File: config.mk
export PLATFORM = sky130hd
export DESIGN_NAME = merge_two_sorted_keys_drop_versions
export DESIGN_NICKNAME = d
export VERILOG_FILES = /design/src/rtl/mtskdv_pkg.sv /design/src/rtl/merge_two_sorted_keys_drop_versions.sv /design/src/rtl/mtskdv_front.sv /design/src/rtl/mtskdv_queue.sv /design/src/rtl/mtskdv_back.sv
export SDC_FILE = /design/constraint.sdc
export NUM_CORES = 2
export LEC_CHECK = 0
export BUFFER_PORTS_ARGS = -buffer_cell sky130_fd_sc_hd__buf_2
export CORE_MARGIN = 1.5
export CORE_UTILIZATION = 55
export DETAILED_ROUTE_END_ITERATION = 10
export MAX_ROUTING_LAYER = met4
export PLACE_DENSITY = 0.8
export SLEW_MARGIN = 40
export SYNTH_ARGS = -nofsm -noshare
export SYNTH_HDL_FRONTEND = slang
export SYNTH_SLANG_ARGS = --single-unit
File: constraint.sdc
create_clock -name clk -period 6.1 [get_ports clk]
set_input_delay 0.915 -clock clk [delete_from_list [all_inputs] [get_ports clk]]
set_output_delay 0.915 -clock clk [all_outputs]
set_load 0.01 [all_outputs]
File: src/rtl/mtskdv_pkg.sv
package mtskdv_pkg;

  localparam int KEY_W  = 64;
  localparam int SEQ_W  = 56;
  localparam int KIND_W = 8;
  localparam int SNAP_W = 64;

  // type byte codes
  localparam logic [KIND_W-1:0] KIND_DELETION = 8'h00;

  // next_side code when the merge is complete
  localparam logic [1:0] SIDE_NONE = 2'd2;

  // side status bit positions
  localparam int ST_HELD0 = 0;
  localparam int ST_HELD1 = 1;
  localparam int ST_END0  = 2;
  localparam int ST_END1  = 3;

  localparam logic [KEY_W-1:0] KEY_ONES = {KEY_W{1'b1}};
  localparam logic [SEQ_W-1:0] SEQ_ONES = {SEQ_W{1'b1}};

  // one chosen head (or the final marker) handed from front to back
  typedef struct packed {
    logic              side;
    logic              fin;
    logic [KEY_W-1:0]  key;
    logic [SEQ_W-1:0]  seq;
    logic [KIND_W-1:0] kind;
  } cmd_t;

endpackage

File: src/rtl/merge_two_sorted_keys_drop_versions.sv
// channel   direction  handshake              payload
// in        input      in_valid / in_ready    source_port, item_key, item_seq, item_kind
// out       output     out_valid / out_ready  from_side, discard, finished, key, seq, kind,
//                                             next_side
// cfg       input      cfg_wr_en              cfg_wr_data (oldest_snapshot)
//
// one request per cycle sustained while the command queue has room; a request that causes a result shows it on out
// after the front stage and queue, then the output register
// the front accepts whenever the command queue has room, so in_ready falls only
// after QUEUE_DEPTH results back up behind a stalled out_ready
// synchronous active-low reset; no clearing pass, the block is ready right after reset
module merge_two_sorted_keys_drop_versions #(
  parameter int QUEUE_DEPTH = 4
) (
  input  logic        clk,
  input  logic        rst_n,
  input  logic        cfg_wr_en,
  input  logic [63:0] cfg_wr_data,
  input  logic        in_valid,
  output logic        in_ready,
  input  logic        in_source_port,
  input  logic [63:0] in_item_key,
  input  logic [55:0] in_item_seq,
  input  logic [7:0]  in_item_kind,
  output logic        out_valid,
  input  logic        out_ready,
  output logic        out_from_side,
  output logic        out_discard,
  output logic        out_finished,
  output logic [63:0] out_key,
  output logic [55:0] out_seq,
  output logic [7:0]  out_kind,
  output logic [1:0]  out_next_side
);
  import mtskdv_pkg::*;

  // snapshot floor, to be written by the user only while the block is idle; the block itself does not enforce this
  logic [SNAP_W-1:0] oldest_snapshot_r;

  // front to queue
  logic q_full, q_push;
  cmd_t q_push_data;
  // queue to back
  logic q_pop, q_valid;
  cmd_t q_data;

  always_ff @(posedge clk) begin
    if (!rst_n) begin
      oldest_snapshot_r <= '0;
    end else if (cfg_wr_en) begin
      oldest_snapshot_r <= cfg_wr_data;
    end
  end

  // front: filters requests for sides not needed, holds the two heads and
  // picks the smaller internal key as soon as both sides are resolved
  mtskdv_front u_front (
    .clk            (clk),
    .rst_n          (rst_n),
    .in_valid       (in_valid),
    .in_ready       (in_ready),
    .in_source_port (in_source_port),
    .in_item_key    (in_item_key),
    .in_item_seq    (in_item_seq),
    .in_item_kind   (in_item_kind),
    .q_full         (q_full),
    .q_push         (q_push),
    .q_push_data    (q_push_data)
  );

  // short command queue so the front keeps going while out is stalled
  mtskdv_queue #(
    .DEPTH (QUEUE_DEPTH)
  ) u_queue (
    .clk       (clk),
    .rst_n     (rst_n),
    .push      (q_push),
    .push_data (q_push_data),
    .full      (q_full),
    .pop       (q_pop),
    .pop_valid (q_valid),
    .pop_data  (q_data)
  );

  // back: version run tracking, drop decision and output register
  mtskdv_back u_back (
    .clk             (clk),
    .rst_n           (rst_n),
    .oldest_snapshot (oldest_snapshot_r),
    .q_valid         (q_valid),
    .q_data          (q_data),
    .q_pop           (q_pop),
    .out_valid       (out_valid),
    .out_ready       (out_ready),
    .out_from_side   (out_from_side),
    .out_discard     (out_discard),
    .out_finished    (out_finished),
    .out_key         (out_key),
    .out_seq         (out_seq),
    .out_kind        (out_kind),
    .out_next_side   (out_next_side)
  );

  // nothing follows the final result once it has been taken
  a_final_is_last: assert property (@(posedge clk) disable iff (!rst_n)
    out_valid && out_ready && out_finished |=> !out_valid)
    else $error("result after final marker");

  // next_side is the none code exactly on the final result
  a_next_side_fin: assert property (@(posedge clk) disable iff (!rst_n)
    out_valid |-> (out_finished == (out_next_side == SIDE_NONE)))
    else $error("next_side inconsistent with finished");

  // final result carries an empty entry and is never dropped
  a_final_empty: assert property (@(posedge clk) disable iff (!rst_n)
    out_valid && out_finished |-> !out_discard && out_key == '0 && out_seq == '0)
    else $error("final result not empty");

endmodule

File: src/rtl/mtskdv_front.sv
module mtskdv_front (
  input  logic                      clk,
  input  logic                      rst_n,
  input  logic                      in_valid,
  output logic                      in_ready,
  input  logic                      in_source_port,
  input  logic [63:0]               in_item_key,
  input  logic [55:0]               in_item_seq,
  input  logic [7:0]                in_item_kind,
  input  logic                      q_full,
  output logic                      q_push,
  output mtskdv_pkg::cmd_t          q_push_data
);
  import mtskdv_pkg::*;

  logic [3:0]        st_r, st_nxt, st_a;
  logic              done_r, done_nxt;
  logic [KEY_W-1:0]  head0_key_r, head1_key_r, h0k, h1k;
  logic [SEQ_W-1:0]  head0_seq_r, head1_seq_r, h0s, h1s;
  logic [KIND_W-1:0] head0_kind_r, head1_kind_r, h0t, h1t;
  logic              side, is_end, blocked, take, wr0, wr1;
  logic              have0, have1, resolved, pick;
  cmd_t              cmd;

  assign in_ready = ~q_full;

  always_comb begin
    side    = in_source_port;
    is_end  = (in_item_key == '0) && (in_item_seq == '0) && (in_item_kind == '0);
    blocked = done_r | (side ? (st_r[ST_HELD1] | st_r[ST_END1])
                             : (st_r[ST_HELD0] | st_r[ST_END0]));
    take    = in_valid & in_ready & ~blocked;
    wr0     = take & ~side & ~is_end;
    wr1     = take & side & ~is_end;

    st_a = st_r;
    if (take) begin
      if (is_end) begin
        if (side) st_a[ST_END1] = 1'b1;
        else      st_a[ST_END0] = 1'b1;
      end else begin
        if (side) st_a[ST_HELD1] = 1'b1;
        else      st_a[ST_HELD0] = 1'b1;
      end
    end

    // heads as they stand after this item
    h0k = wr0 ? in_item_key  : head0_key_r;
    h0s = wr0 ? in_item_seq  : head0_seq_r;
    h0t = wr0 ? in_item_kind : head0_kind_r;
    h1k = wr1 ? in_item_key  : head1_key_r;
    h1s = wr1 ? in_item_seq  : head1_seq_r;
    h1t = wr1 ? in_item_kind : head1_kind_r;

    have0    = st_a[ST_HELD0];
    have1    = st_a[ST_HELD1];
    resolved = (st_a[ST_HELD0] | st_a[ST_END0]) & (st_a[ST_HELD1] | st_a[ST_END1]);

    if (have0 && have1) begin
      if (h0k < h1k)      pick = 1'b0;
      else if (h0k > h1k) pick = 1'b1;
      else                pick = (h0s >= h1s) ? 1'b0 : 1'b1;
    end else begin
      pick = ~have0;
    end

    q_push   = take & resolved;
    st_nxt   = st_a;
    done_nxt = done_r;
    cmd      = '0;
    if (q_push) begin
      if (!have0 && !have1) begin
        done_nxt = 1'b1;
        cmd.fin  = 1'b1;
      end else if (pick) begin
        st_nxt[ST_HELD1] = 1'b0;
        cmd.side = 1'b1;
        cmd.key  = h1k;
        cmd.seq  = h1s;
        cmd.kind = h1t;
      end else begin
        st_nxt[ST_HELD0] = 1'b0;
        cmd.key  = h0k;
        cmd.seq  = h0s;
        cmd.kind = h0t;
      end
    end
    q_push_data = cmd;
  end

  always_ff @(posedge clk) begin
    if (!rst_n) begin
      st_r   <= '0;
      done_r <= 1'b0;
    end else begin
      st_r   <= st_nxt;
      done_r <= done_nxt;
    end
  end

  always_ff @(posedge clk) begin
    if (wr0) begin
      head0_key_r  <= in_item_key;
      head0_seq_r  <= in_item_seq;
      head0_kind_r <= in_item_kind;
    end
    if (wr1) begin
      head1_key_r  <= in_item_key;
      head1_seq_r  <= in_item_seq;
      head1_kind_r <= in_item_kind;
    end
  end

endmodule

File: src/rtl/mtskdv_queue.sv
module mtskdv_queue #(
  parameter int DEPTH = 4
) (
  input  logic             clk,
  input  logic             rst_n,
  input  logic             push,
  input  mtskdv_pkg::cmd_t push_data,
  output logic             full,
  input  logic             pop,
  output logic             pop_valid,
  output mtskdv_pkg::cmd_t pop_data
);
  import mtskdv_pkg::*;

  localparam int PTR_W = (DEPTH > 1) ? $clog2(DEPTH) : 1;
  localparam int CNT_W = $clog2(DEPTH + 1);

  cmd_t             mem_r [DEPTH];
  logic [PTR_W-1:0] wr_ptr_r, wr_ptr_nxt, rd_ptr_r, rd_ptr_nxt;
  logic [CNT_W-1:0] cnt_r, cnt_nxt;
  logic             do_pop;

  assign full      = (cnt_r == CNT_W'(DEPTH));
  assign pop_valid = (cnt_r != '0);
  assign pop_data  = mem_r[rd_ptr_r];
  assign do_pop    = pop & pop_valid;

  always_comb begin
    wr_ptr_nxt = wr_ptr_r;
    rd_ptr_nxt = rd_ptr_r;
    cnt_nxt    = cnt_r;
    if (push) begin
      wr_ptr_nxt = (wr_ptr_r == PTR_W'(DEPTH - 1)) ? '0 : wr_ptr_r + 1'b1;
    end
    if (do_pop) begin
      rd_ptr_nxt = (rd_ptr_r == PTR_W'(DEPTH - 1)) ? '0 : rd_ptr_r + 1'b1;
    end
    if (push && !do_pop)      cnt_nxt = cnt_r + 1'b1;
    else if (!push && do_pop) cnt_nxt = cnt_r - 1'b1;
  end

  always_ff @(posedge clk) begin
    if (!rst_n) begin
      wr_ptr_r <= '0;
      rd_ptr_r <= '0;
      cnt_r    <= '0;
    end else begin
      wr_ptr_r <= wr_ptr_nxt;
      rd_ptr_r <= rd_ptr_nxt;
      cnt_r    <= cnt_nxt;
    end
  end

  always_ff @(posedge clk) begin
    if (push) mem_r[wr_ptr_r] <= push_data;
  end

endmodule

File: src/rtl/mtskdv_back.sv
module mtskdv_back (
  input  logic             clk,
  input  logic             rst_n,
  input  logic [63:0]      oldest_snapshot,
  input  logic             q_valid,
  input  mtskdv_pkg::cmd_t q_data,
  output logic             q_pop,
  output logic             out_valid,
  input  logic             out_ready,
  output logic             out_from_side,
  output logic             out_discard,
  output logic             out_finished,
  output logic [63:0]      out_key,
  output logic [55:0]      out_seq,
  output logic [7:0]       out_kind,
  output logic [1:0]       out_next_side
);
  import mtskdv_pkg::*;

  logic             out_valid_r, out_valid_nxt;
  logic             side_r, discard_r, fin_r;
  logic [KEY_W-1:0] key_r, run_key_r;
  logic [SEQ_W-1:0] seq_r, run_last_seq_r, last_seq;
  logic [KIND_W-1:0] kind_r;
  logic [1:0]       next_r;
  logic             drop;

  assign q_pop = q_valid & (~out_valid_r | out_ready);

  always_comb begin
    // a new user key restarts the version run
    last_seq = (q_data.key != run_key_r) ? SEQ_ONES : run_last_seq_r;
    drop = ({{(SNAP_W-SEQ_W){1'b0}}, last_seq} <= oldest_snapshot) ||
           ((q_data.kind == KIND_DELETION) &&
            ({{(SNAP_W-SEQ_W){1'b0}}, q_data.seq} <= oldest_snapshot));
    out_valid_nxt = out_valid_r;
    if (q_pop)                     out_valid_nxt = 1'b1;
    else if (out_valid_r && out_ready) out_valid_nxt = 1'b0;
  end

  always_ff @(posedge clk) begin
    if (!rst_n) begin
      out_valid_r    <= 1'b0;
      run_key_r      <= KEY_ONES;
      run_last_seq_r <= SEQ_ONES;
    end else begin
      out_valid_r <= out_valid_nxt;
      if (q_pop && !q_data.fin) begin
        run_key_r      <= q_data.key;
        run_last_seq_r <= q_data.seq;
      end
    end
  end

  always_ff @(posedge clk) begin
    if (q_pop) begin
      side_r    <= q_data.side;
      fin_r     <= q_data.fin;
      discard_r <= ~q_data.fin & drop;
      key_r     <= q_data.key;
      seq_r     <= q_data.seq;
      kind_r    <= q_data.kind;
      next_r    <= q_data.fin ? SIDE_NONE : {1'b0, q_data.side};
    end
  end

  assign out_valid     = out_valid_r;
  assign out_from_side = side_r;
  assign out_discard   = discard_r;
  assign out_finished  = fin_r;
  assign out_key       = key_r;
  assign out_seq       = seq_r;
  assign out_kind      = kind_r;
  assign out_next_side = next_r;

endmodule

==> impl_metrics.py <==
metrics = {
    "drt": {
        "drtIter0Drc": 3808,
        "drtAntennaViolNets": 0,
        "post_drt_wl_per_cell_um": 26.2,
        "vias": 34100,
        "top_layer_used": "met4",
        "dr.pass1.iters": 6,
        "wl_met3_um": 16100,
        "drc": 0,
        "met1_length_um": 56300,
        "wl_met2_um": 67700,
        "wl_um": 148000,
        "vias_per_cell": 6.06,
    },
    "placement": {
        "gp_congestion": 0.949,
        "place_ws_ps": -1100,
        "portBuffers": 332,
        "place_inst": 5363,
        "place_hpwl_um": 92400,
        "dpl-instance-area_sq_um": 54300,
    },
    "final_layout": {
        "stdcell_count": 5632,
        "fill_cells": 5109,
        "final_layout_size_suffix_gt1_share_pct": 35.0,
        "finalCoreUtilization_pct": 71.0,
        "syn2layout_area_growth_pct": 27.7,
        "multi_input_area_sq_um": 18500,
        "seqCellArea_sq_um": 28700,
        "final_nets": 4819,
        "stdcell_area_sq_um": 60500,
    },
    "sta": {
        "setup_viol": 516,
        "final-hold-violation-count": 0,
        "fmax_mhz": 157,
        "fin_setup_tns_ps": -86070,
        "relSlewSlack_pct": 29.1,
        "setup_ws_ps": -254,
        "holdWs_ps": 458,
        "rsz0062_at_grt": "yes",
        "worst_pin_slew_ps": 1060,
        "slew_viol_final": 0,
        "finalCriticalPeriod_ps": 6350,
        "timing.final.crit_share_pct": 104,
        "worst_clock_skew_ps": 36.1,
    },
    "critical_path": {
        "cp.required_ps": 6610,
        "cp-start-kind": "input port",
        "critPathKind": "in2reg",
        "worstPathMaxFanout": 8,
        "cp.arrival_ps": 6860,
        "critPathCaptureType": "register",
        "worstRegToRegCells": 19,
    },
    "yosys": {
        "synthMostInstantiatedCell": "edfxtp_1",
        "yosysTopAreaCellShare_pct": 41.3,
        "yosys_register_bits": 1107,
        "yosysUniqueCellTypes": 63,
        "ys.flop_type": "edfxtp_1",
        "synth_area_per_cell_sq_um": 13.6,
        "syn_area_sq_um": 47400,
        "syn_inst": 3496,
        "ys_warn_count": 0,
        "yosys.area.top_type": "edfxtp_1",
        "synth_nets": 3931,
        "synth_edf_count": 652,
        "seq_area_frac_synth_pct": 60.5,
        "yosys-top-cells-area": "edfxtp_1, dfxtp_1, mux2i_1, ha_1, mux4_2",
        "ys_async_sr_fraction_pct": 0,
        "netlist_top_cells_count": "edfxtp_1, dfxtp_1, inv_1",
    },
    "global_routing": {
        "grtUsageTotal_pct": 30.9,
        "antenna_found_initial": 8,
        "grt_pass1_vias": 32300,
        "grt_max_degree": 134,
        "grt_overflow": 0,
        "grt_pass1_wl_um": 196000,
    },
    "run_status": {
        "violations": "setup timing",
        "outcome": "finished, violations left",
    },
    "floorplanning": {
        "start_util_pct": 55.6,
        "die_w_um": 297,
        "die-area_sq_um": 87900,
        "num_io_pins": 333,
        "rows": 107,
        "dieHeight_um": 297,
        "fp.coreArea_sq_um": 85300,
    },
    "min_path": {
        "worstHoldPathCells": 2,
        "min_path_type": "reg2reg",
    },
    "clocking": {
        "htreeDepth": 3,
        "ctsHoldBuffers": 0,
        "cts.sinks": 1107,
        "cts_buffers": 110,
        "root_buffer": "clkbuf_16",
        "cts_tree": "done",
        "clk_pin_slew_ps": 60,
        "insertion_delay_ps": 710,
        "clock_path_buffers": 3,
    },
    "power_and_ir_drop": {
        "p_leak_nw": 24.2,
        "power_switching_mw": 10.5,
        "ir_worst_vdd_uv": 347,
        "seqPwrFrac_pct": 37.0,
        "swShare_pct": 35.9,
        "finalPower_mw": 29.4,
        "comb_power_share_pct": 39.2,
        "intPower_mw": 18.8,
        "p_per_area_nw_per_um2": 485,
        "clockPowerShare_pct": 23.8,
    },
    "flow_run": {
        "max_cap_viol_count": 0,
    },
}
[worst max-delay path, stage by stage]
cell and delay [ps]:
buf_2 160, nor4_1 380, nand4_1 170, buf_4 190, or4_4 570, o31ai_4 280
buf_6 170, buf_12 170, clkbuf_16 190, buf_4 130, mux2i_1 320, inv_1 110
ha_1 300, a21oi_1 190, o21ai_1 130, a41oi_1 270, o21ai_0 130, buf_4 170
a211oi_4 340, nor4_4 50, buf_4 150, o211ai_1 260, buf_4 170, a41oi_4 130
buf_6 210, buf_12 160, clkbuf_16 180, o22ai_2 220
[cells in the final DEF (no fill, tap or decap), drive strengths merged, types with 7 or more instances in the layout]
master    synthesis  layout
a211oi           11      11
a21o             42      42
a21oi            65      65
a31oi             7       7
and2              7       7
buf              66     914
bufinv            0      10
clkbuf           84     160
clkinv            0      42
clkinvlp          0       8
dfxtp           455     455
edfxtp          652     652
ha              236     236
inv             329     331
mux2i           321     321
mux4            130     130
nand2           294     294
nand3           143     143
nand4            73      73
nor2             37      37
nor2b            79      79
nor3             18      18
nor4             54      54
o21a              8       8
o21ai            47      47
o22ai           132     132
or2              59      59
or3              11      11
xnor2            66      66
[sequential cells by signal, indices dropped and copies added (netlist names), 56 cells and up, named ones only]
register / cells
u_queue.mem_r: 520
oldest_snapshot_r: 64
u_back.out_key: 64
u_back.run_key_r: 64
u_front.head0_key_r: 64
u_front.head1_key_r: 64
u_back.out_seq: 56
u_back.run_last_seq_r: 56
u_front.head0_seq_r: 56
u_front.head1_seq_r: 56
[cell families (layout without fill, tap and decap cells)]
family	count (synthesis)	count (layout)	synth area share [%]
DFF	1107	1107	60.5
AOI/OAI and AO/OA	360	360	6.45
other	0	6	0
and+or+nand+nor	793	793	8.39
buffers and inverters	479	1465	4.13
xor gates and xnor gates	68	68	1.26
adders and majority gates	237	237	6.27
muxes	452	452	13.0
[path summary, 6_finish.rpt]
kind                                            endpoint                                    from  slack [ps]
setup / recovery          u_queue.mem_r[0][26]$_DFFE_PP_                          in_item_key[0]        -250
hold / removal    u_back.run_last_seq_r[13]$_SDFFE_PN1P_  u_back.run_last_seq_r[13]$_SDFFE_PN1P_         460
setup reg to reg            u_back.out_discard$_DFFE_PP_                                register         190
hold reg to reg   u_back.run_last_seq_r[13]$_SDFFE_PN1P_  u_back.run_last_seq_r[13]$_SDFFE_PN1P_         460
[power groups by stage]
| stage | logic [mW] | clock network (mW) | registers (mW) |
|---|---|---|---|
| 2_1_floorplan | 5.23 | 0 | 10.9 |
| 3_3_place_gp | 9.40 | 0 | 10.8 |
| 3_5_place_dp | 9.67 | 0 | 10.8 |
| 4_1_cts | 10.0 | 6.96 | 10.7 |
| 5_1_grt | 12.1 | 7.31 | 11.0 |
| 6_report | 11.5 | 7.00 | 10.9 |
[layer usage]
| metal | GRT usage [%] | vias to the layer above |
|---|---|---|
| met4 | 12.6 | 0 |
| met1 | 41.0 | 16700 |
| met3 | 5.85 | 446 |
| met2 | 47.1 | 2281 |
| li1 | - | 14700 |
| met5 | - | - |
[what timing repair did]
action / CTS / global route
hold endpoints to repair: 0 / 0
gates cloned: 2 / 14
pin swaps: 13 / 39
buffers inserted: 8 / 30
resized for setup: 73 / 251
endpoints found under the setup margin: 516 / 516
[final cells by class]
type                            instances  area share (%)
Clock buffer                          148            5.09
Clock inverter                         62            1.07
Timing Repair Buffer                  926            11.5
Antenna cell                            6          0.0248
Inverter                              329            2.05
Multi-Input combinational cell       1910            30.5
Tap cell                             1144            2.36
Sequential cell                      1107            47.4
(Power assumes the default switching activity.)
